===== src/sv/mcp_pkg.sv =====
// Shared types, codes and helpers of the MIDI channel message parser.
// No dependencies; used by mcp_parse and midi_channel_message_parser_unit.
package mcp_pkg;

  // Command nibbles (high nibble of a status byte)
  localparam logic [3:0] CMD_NOTE_OFF = 4'h8;
  localparam logic [3:0] CMD_NOTE_ON  = 4'h9;
  localparam logic [3:0] CMD_POLY_AT  = 4'ha;
  localparam logic [3:0] CMD_CTRL     = 4'hb;
  localparam logic [3:0] CMD_PROGRAM  = 4'hc;
  localparam logic [3:0] CMD_CHAN_AT  = 4'hd;
  localparam logic [3:0] CMD_BEND     = 4'he;
  localparam logic [3:0] CMD_SYSTEM   = 4'hf;

  localparam logic [13:0] BEND_CENTER = 14'd8192;

  localparam int unsigned TDATA_W = 64;
  localparam int unsigned TUSER_W = 3;

  typedef enum logic [2:0] {
    KIND_NONE     = 3'd0,
    KIND_NOTE_OFF = 3'd1,
    KIND_NOTE_ON  = 3'd2,
    KIND_CTRL     = 3'd3,
    KIND_BEND     = 3'd4,
    KIND_UNSUP    = 3'd5
  } event_kind_e;

  typedef struct packed {
    logic [7:0]      running_status;
    logic [1:0]      received_count;
    logic [1:0]      expected_count;
    logic [1:0][7:0] data_buf;
    logic            in_progress;
    logic            unsupported;
  } state_t;

  typedef struct packed {
    event_kind_e        event_kind;
    logic [3:0]         channel_number;
    logic [7:0]         first_data;
    logic [7:0]         second_data;
    logic signed [13:0] bend_amount;
    logic [1:0]         raw_length;
    logic [7:0]         raw_status;
    logic [7:0]         raw_first;
    logic [7:0]         raw_second;
    logic               accepted;
    logic               pending;
  } result_t;

  // Number of data bytes that follow a status byte; zero for system bytes.
  function automatic logic [1:0] data_len(input logic [7:0] status);
    logic [1:0] len;
    case (status[7:4]) inside
      CMD_NOTE_OFF, CMD_NOTE_ON, CMD_POLY_AT, CMD_CTRL, CMD_BEND: len = 2'd2;
      CMD_PROGRAM, CMD_CHAN_AT:                                   len = 2'd1;
      default:                                                    len = 2'd0;
    endcase
    return len;
  endfunction

  function automatic logic is_supported(input logic [7:0] status);
    logic sup;
    case (status[7:4]) inside
      CMD_NOTE_OFF, CMD_NOTE_ON, CMD_CTRL, CMD_BEND: sup = 1'b1;
      default:                                       sup = 1'b0;
    endcase
    return sup;
  endfunction

endpackage


===== src/sv/mcp_parse.sv =====
// Next-state and result logic for one MIDI byte under running status.
// Purely combinational; depends on mcp_pkg.
module mcp_parse (
  input  mcp_pkg::state_t  state_i,
  input  logic [7:0]       byte_i,
  output mcp_pkg::state_t  state_o,
  output mcp_pkg::result_t res_o
);
  import mcp_pkg::*;

  always_comb begin
    state_t      st;
    result_t     res;
    logic        acc;
    logic [1:0]  len;
    logic [1:0]  rc_inc;
    logic [13:0] bend_sum;

    st       = state_i;
    res      = '0;
    acc      = 1'b0;
    len      = data_len(byte_i);
    rc_inc   = state_i.received_count + 2'd1;
    bend_sum = '0;

    if (byte_i[7]) begin
      if (len == 2'd0) begin
        // system byte: report alone and drop running status
        res.event_kind    = KIND_UNSUP;
        res.raw_length    = 2'd1;
        res.raw_status    = byte_i;
        st.running_status = '0;
        st.received_count = '0;
        st.expected_count = '0;
        st.in_progress    = 1'b0;
      end else begin
        st.running_status = byte_i;
        st.received_count = '0;
        st.expected_count = len;
        st.in_progress    = 1'b1;
        st.unsupported    = ~is_supported(byte_i);
        acc               = 1'b1;
      end
    end else if (state_i.running_status != '0 && state_i.expected_count != '0) begin
      st.data_buf[state_i.received_count[0]] = byte_i;
      st.received_count = rc_inc;
      acc               = 1'b1;
      if (rc_inc >= state_i.expected_count) begin
        st.received_count = '0;
        if (state_i.unsupported) begin
          res.event_kind = KIND_UNSUP;
          res.raw_length = state_i.expected_count + 2'd1;
          res.raw_status = state_i.running_status;
          res.raw_first  = st.data_buf[0];
          res.raw_second = (state_i.expected_count > 2'd1) ? st.data_buf[1] : 8'd0;
          st.in_progress = 1'b0;
        end else begin
          bend_sum = {st.data_buf[1][6:0], 7'd0} + {6'd0, st.data_buf[0]} - BEND_CENTER;
          case (state_i.running_status[7:4])
            CMD_NOTE_OFF: res.event_kind = KIND_NOTE_OFF;
            CMD_NOTE_ON:  res.event_kind = KIND_NOTE_ON;
            CMD_CTRL:     res.event_kind = KIND_CTRL;
            CMD_BEND:     res.event_kind = KIND_BEND;
            default:      res.event_kind = KIND_NONE;
          endcase
          if (res.event_kind == KIND_NONE) begin
            acc = 1'b0;
          end else begin
            res.channel_number = state_i.running_status[3:0];
            if (res.event_kind == KIND_BEND) begin
              res.bend_amount = signed'(bend_sum);
            end else begin
              res.first_data  = st.data_buf[0];
              res.second_data = st.data_buf[1];
            end
            st.in_progress = 1'b0;
            st.unsupported = 1'b0;
          end
        end
      end
    end

    res.accepted = acc;
    res.pending  = st.in_progress;
    state_o      = st;
    res_o        = res;
  end

endmodule


===== src/sv/midi_channel_message_parser_unit.sv =====
// Top level of the MIDI channel message parser: stream ports, input and result registers.
// Depends on mcp_pkg and mcp_parse.
//
// Takes one MIDI byte per item and returns exactly one result item per byte. A new byte is
// accepted every clock cycle unless the result side stalls; a byte passes through the input
// register, then the parse logic into the result register. Backpressure on
// the result side stalls the input register and the parser state together, so throughput is
// one byte per cycle whenever the result side is ready. Status bytes F0..FF are reported as
// one-byte unsupported messages and end running status; A, C and D messages come out raw.
module midi_channel_message_parser_unit (
  input  logic                         clk_i,
  input  logic                         rst_ni,
  input  logic                         s_axis_tvalid,
  output logic                         s_axis_tready,
  input  logic [7:0]                   s_axis_tdata,  // [7:0] midi_byte
  output logic                         m_axis_tvalid,
  input  logic                         m_axis_tready,
  // [3:0] channel_number, [11:4] first_data, [19:12] second_data, [33:20] bend_amount,
  // [35:34] raw_length, [43:36] raw_status, [51:44] raw_first, [59:52] raw_second,
  // [60] accepted, [61] pending, [63:62] zero
  output logic [mcp_pkg::TDATA_W-1:0] m_axis_tdata,
  output logic [mcp_pkg::TUSER_W-1:0] m_axis_tuser   // [2:0] event_kind
);
  import mcp_pkg::*;

  logic       in_valid_q;
  logic [7:0] in_byte_q;
  logic       out_valid_q;
  result_t    out_res_q;
  state_t     state_q;
  state_t     state_d;
  result_t    res_d;
  logic       advance;

  // result register free or draining this cycle
  assign advance       = ~out_valid_q | m_axis_tready;
  assign s_axis_tready = ~in_valid_q | advance;

  mcp_parse u_parse (
    .state_i (state_q),
    .byte_i  (in_byte_q),
    .state_o (state_d),
    .res_o   (res_d)
  );

  always_ff @(posedge clk_i or negedge rst_ni) begin
    if (!rst_ni) begin
      in_valid_q  <= 1'b0;
      out_valid_q <= 1'b0;
      state_q     <= '0;
    end else begin
      if (s_axis_tready) begin
        in_valid_q <= s_axis_tvalid;
      end
      if (advance) begin
        out_valid_q <= in_valid_q;
        if (in_valid_q) begin
          state_q <= state_d;
        end
      end
    end
  end

  always_ff @(posedge clk_i) begin
    if (s_axis_tready && s_axis_tvalid) begin
      in_byte_q <= s_axis_tdata;
    end
    if (advance && in_valid_q) begin
      out_res_q <= res_d;
    end
  end

  assign m_axis_tvalid = out_valid_q;
  assign m_axis_tuser  = out_res_q.event_kind;
  assign m_axis_tdata  = {2'b00,
                          out_res_q.pending,
                          out_res_q.accepted,
                          out_res_q.raw_second,
                          out_res_q.raw_first,
                          out_res_q.raw_status,
                          out_res_q.raw_length,
                          out_res_q.bend_amount,
                          out_res_q.second_data,
                          out_res_q.first_data,
                          out_res_q.channel_number};

  // no running status means nothing is expected
  a_no_status_no_count: assert property (@(posedge clk_i) disable iff (!rst_ni)
    state_q.running_status == '0 |-> state_q.expected_count == '0)
    else $error("expected count set without running status");

  // between bytes the received count is zero or below the expected count
  a_count_bound: assert property (@(posedge clk_i) disable iff (!rst_ni)
    (state_q.received_count < state_q.expected_count) || (state_q.received_count == '0))
    else $error("received count out of range");

  a_progress_has_status: assert property (@(posedge clk_i) disable iff (!rst_ni)
    state_q.in_progress |-> state_q.running_status[7])
    else $error("message in progress without a status byte");

  a_unsup_has_length: assert property (@(posedge clk_i) disable iff (!rst_ni)
    (out_valid_q && out_res_q.event_kind == KIND_UNSUP) |-> out_res_q.raw_length != '0)
    else $error("unsupported result with zero length");

endmodule


===== config.mk =====
export PLATFORM = sky130hd
export DESIGN_NAME = midi_channel_message_parser_unit
export DESIGN_NICKNAME = d
export VERILOG_FILES = /design/src/sv/mcp_pkg.sv /design/src/sv/mcp_parse.sv /design/src/sv/midi_channel_message_parser_unit.sv
export SDC_FILE = /design/constraint.sdc
export NUM_CORES = 1
export LEC_CHECK = 0
export ABC_AREA = 1
export BUFFER_PORTS_ARGS = -buffer_cell sky130_fd_sc_hd__buf_2
export CAP_MARGIN = 20
export CELL_PAD_IN_SITES_DETAIL_PLACEMENT = 1
export CELL_PAD_IN_SITES_GLOBAL_PLACEMENT = 1
export CORE_MARGIN = 10
export CORE_UTILIZATION = 40
export DETAILED_ROUTE_END_ITERATION = 10
export PLACE_DENSITY = 0.73
export SKIP_CTS_REPAIR_TIMING = 1
export SLEW_MARGIN = 5
export SYNTH_ARGS = -nofsm -noshare
export SYNTH_HDL_FRONTEND = slang
export SYNTH_SLANG_ARGS = --single-unit

===== constraint.sdc =====
create_clock -name clk_i -period 3.8 [get_ports clk_i]
set_input_delay 0.57 -clock clk_i [delete_from_list [all_inputs] [get_ports clk_i]]
set_output_delay 0.57 -clock clk_i [all_outputs]
set_load 0.02 [all_outputs]

==> reports/results.txt <==
share of layout cells above drive strength 1 = 28.17%
CTS tree = built
reg2reg end = m_axis_tdata[38]
final setup fails = 0
router iterations before antenna repair = 4
Ys Warns = 0
Slew headroom = 39.47%
Worst-Skew Late Latency = 380 ps
Critical Path, Cell by Cell = xor2_1 -> ha_1 -> a21oi_1 -> inv_1 -> nand3_2 -> o22ai_1
fmax = 379.8 MHz
leakage power = 2.213 nW
wire per inst = 17.77 um
sinks on the clock net = 105
via count = 2983
pre-CTS setup slack = 1203 ps
Syn Inst Count = 383
core region area = 10890 um^2
Routed WL = 10750 um
first-pass GRT wire length = 17500 um
Worst EP required = 3900 ps
syn_area_per_cell = 11.63 um^2
total congestion overflow = 0
htree depth = 3
cts bufs inserted = 9
worst reg2reg startpoint = state_q[20]
Final ANT Viol Nets = 0
status = complete, no violations
chip height = 125.5 um
I/O Buffers = 78
Die W = 125.5 um
RePlAce Congestion = 0.7997
Slowest cell on crit path = dfrtp_1
final worst path period share = 69.29%
pin count of the biggest net entering global routing = 71
initial antenna violation count = 0
Layout area overhead = 15.00%
clock buffer depth = 2
worst hold path type = input port to async pin
root buffer cell = clkbuf_8
Arr. time, crit path = 2730 ps
total routing usage reported by global routing = 13.83%
final worst slack = 1167 ps
Initial Util = 40.92%
IO Count = 81
post-synthesis adder-cell area fraction = 1.404%
multiplexer area fraction after synthesis = 0%
Final Max Slew Viols = 0
CP Capture Type = flip-flop
Seq/Total Area, Yosys = 67.17%
delay of the slowest critical-path stage = 840 ps
synthesized flop and latch total = 105
Critical Path Source Type = flip-flop
hold slack = 262.9 ps
FF-to-FF path depth = 6
# diodes = 0
via/cell ratio = 4.931
Distinct cells, synth = 33
Placement Rows = 38
unrepaired setup endpoints after global routing = false
Final Util = 47.06%
min cycle time layout = 2633 ps
Worst VDD drop = 213.7 uV
CP Max Fanout = 24
xor-xnor portion of the synthesized cell area = 0.7863%
full die area = 15760 um^2
pwr/cell area = 631.4 nW/um^2
max_cap viols = 0
Worst Clk Skew = 18.85 ps
Worst Setup Path Type = flip-flop to flip-flop
Worst-path clk slew = 100 ps
Post-DP HPWL = 7756 um
Final #Nets = 477
fillers = 1211
vias in the first global route = 3274
total negative setup slack = 0 ps
Worst Max-Slew Pin Slew = 908.0 ps
Compound-Gate Fraction of Synth Area = 7.947%
r2r setup slk = 1170 ps
Fin. Hold Viols = 0
Initial DRC Count = 177
Synth Area in Simple Gates = 16.51%
DRC Markers = 0
Mapped Area = 4456 um^2
largest family of logic cells by synthesized area = simple AND/OR/NAND/NOR gates
-- synthesized netlist by cell type --
library cell  instances  area, um^2
nor2_8                2       40.04
a31oi_1               1       6.260
nand2_4               2       22.52
nand3b_4              1       20.02
nor2_1               53       198.9
o21a_1                1       7.510
conb_1                1       3.750
nor4_1                1       6.260
nor2_2               13       81.33
buf_2                 4       20.02
nand3_1               8       40.04
buf_4                 4       30.03
o21ai_0              25       125.1
buf_6                 6       67.56
o22ai_1              11       68.82
nand4_1               2       12.51
nand3_2               2       20.02
o21ai_2               7       61.31
dfrtp_1              32       800.8
nand2_2               1       6.260
nor2_4                1       11.26
nor3_1                1       5.000
ha_1                  5       62.56
xor2_1                3       26.28
xnor2_1               1       8.760
edfxtp_1             73        2192
inv_1                39       146.4
or2_2                 7       43.79
inv_2                 2       7.510
o21ai_1              13       65.06
a21oi_1               4       20.02
nand3_4               1       17.52
nand2_1              56       210.2
-- routing by layer --
metal / GRT usage (%) / part of all wire [%] / vias to the layer above
met5: 0 / 0 / -
met4: 3.726 / 1.2 / 0
met3: 5.281 / 6.6 / 10
met2: 23.73 / 50 / 67
met1: 15.75 / 43 / 1478
li1: - / - / 1428
-- logic make-up after synthesis --
family | after synthesis
and+or+nand+nor | 151
xor gates and xnor gates | 4
adders and majority gates | 5
DFF | 105
other | 1
buffers and inverters | 55
AOI/OAI and AO/OA | 62
-- stage by stage --
step	instances	power (W)	instance area, um^2
after CTS	605	0.003279	5124
after global routing	605	0.003450	5124
after floorplan	384	0.002258	4459
after global placement	589	0.002479	4915
after detailed placement	589	0.002536	4915
final	605	0.003235	5124
-- where the power goes --
group	internal [W]	switching, W
sequential	0.00145	0.000113
clock	0.000371	0.000370
combinational	0.000267	0.000666
-- registers in the layout (all words and copies together) (netlist names) --
name,flops
in_byte_q,8
in_valid_q,1
m_axis_tdata,62
m_axis_tuser,3
m_axis_tvalid,1
state_q,30
-- layout by cell type, fill, tap and decap left out, drive strengths merged --
master,count
o21a,1
nand4,2
bufinv,2
nor4,1
nor3,1
a21oi,4
xnor2,1
nand2,59
or2,7
buf,79
ha,5
conb,2
o22ai,11
a31oi,1
nor2,69
edfxtp,73
dfrtp,32
inv,42
clkbuf,11
nand3,11
xor2,3
o21ai,45
clkinv,2
nand3b,1
-- worst max-delay path, delay by kind of cell (launching register included) --
family,cells,cell delay (ps)
AO/OA/AOI/OAI,2,430
XOR/XNOR,1,250
adder cells (fa/ha/maj),1,280
buffers and inverters,1,160
flip-flops,1,840
AND/OR/NAND/NOR,1,370
-- layout make-up --
class,count,area (um^2),area share [%]
clock inverter,5,77.57,1.514
timing repair buffer,79,397.9,7.766
inverter,41,153.9,3.004
clock buffer,11,131.4,2.564
tap,140,175.2,3.419
multi-input combinational,224,1195,23.32
sequential,105,2993,58.41
-- worst max-delay path by stage --
stage | slack, ps | cells after the start | end | from
after detailed placement | 1200 | 6 | m_axis_tdata[38] | state_q[20]
after global placement | 1250 | 10 | m_axis_tdata[33] | state_q[20]
after CTS | 1180 | 6 | m_axis_tdata[38] | state_q[20]
final | 1170 | 6 | m_axis_tdata[38] | state_q[20]
after global routing | 950 | 6 | m_axis_tdata[38] | state_q[20]
after floorplan | 1380 | 6 | state_q[29] | m_axis_tready
No activity file was read; power rests on OpenSTA's default activity.
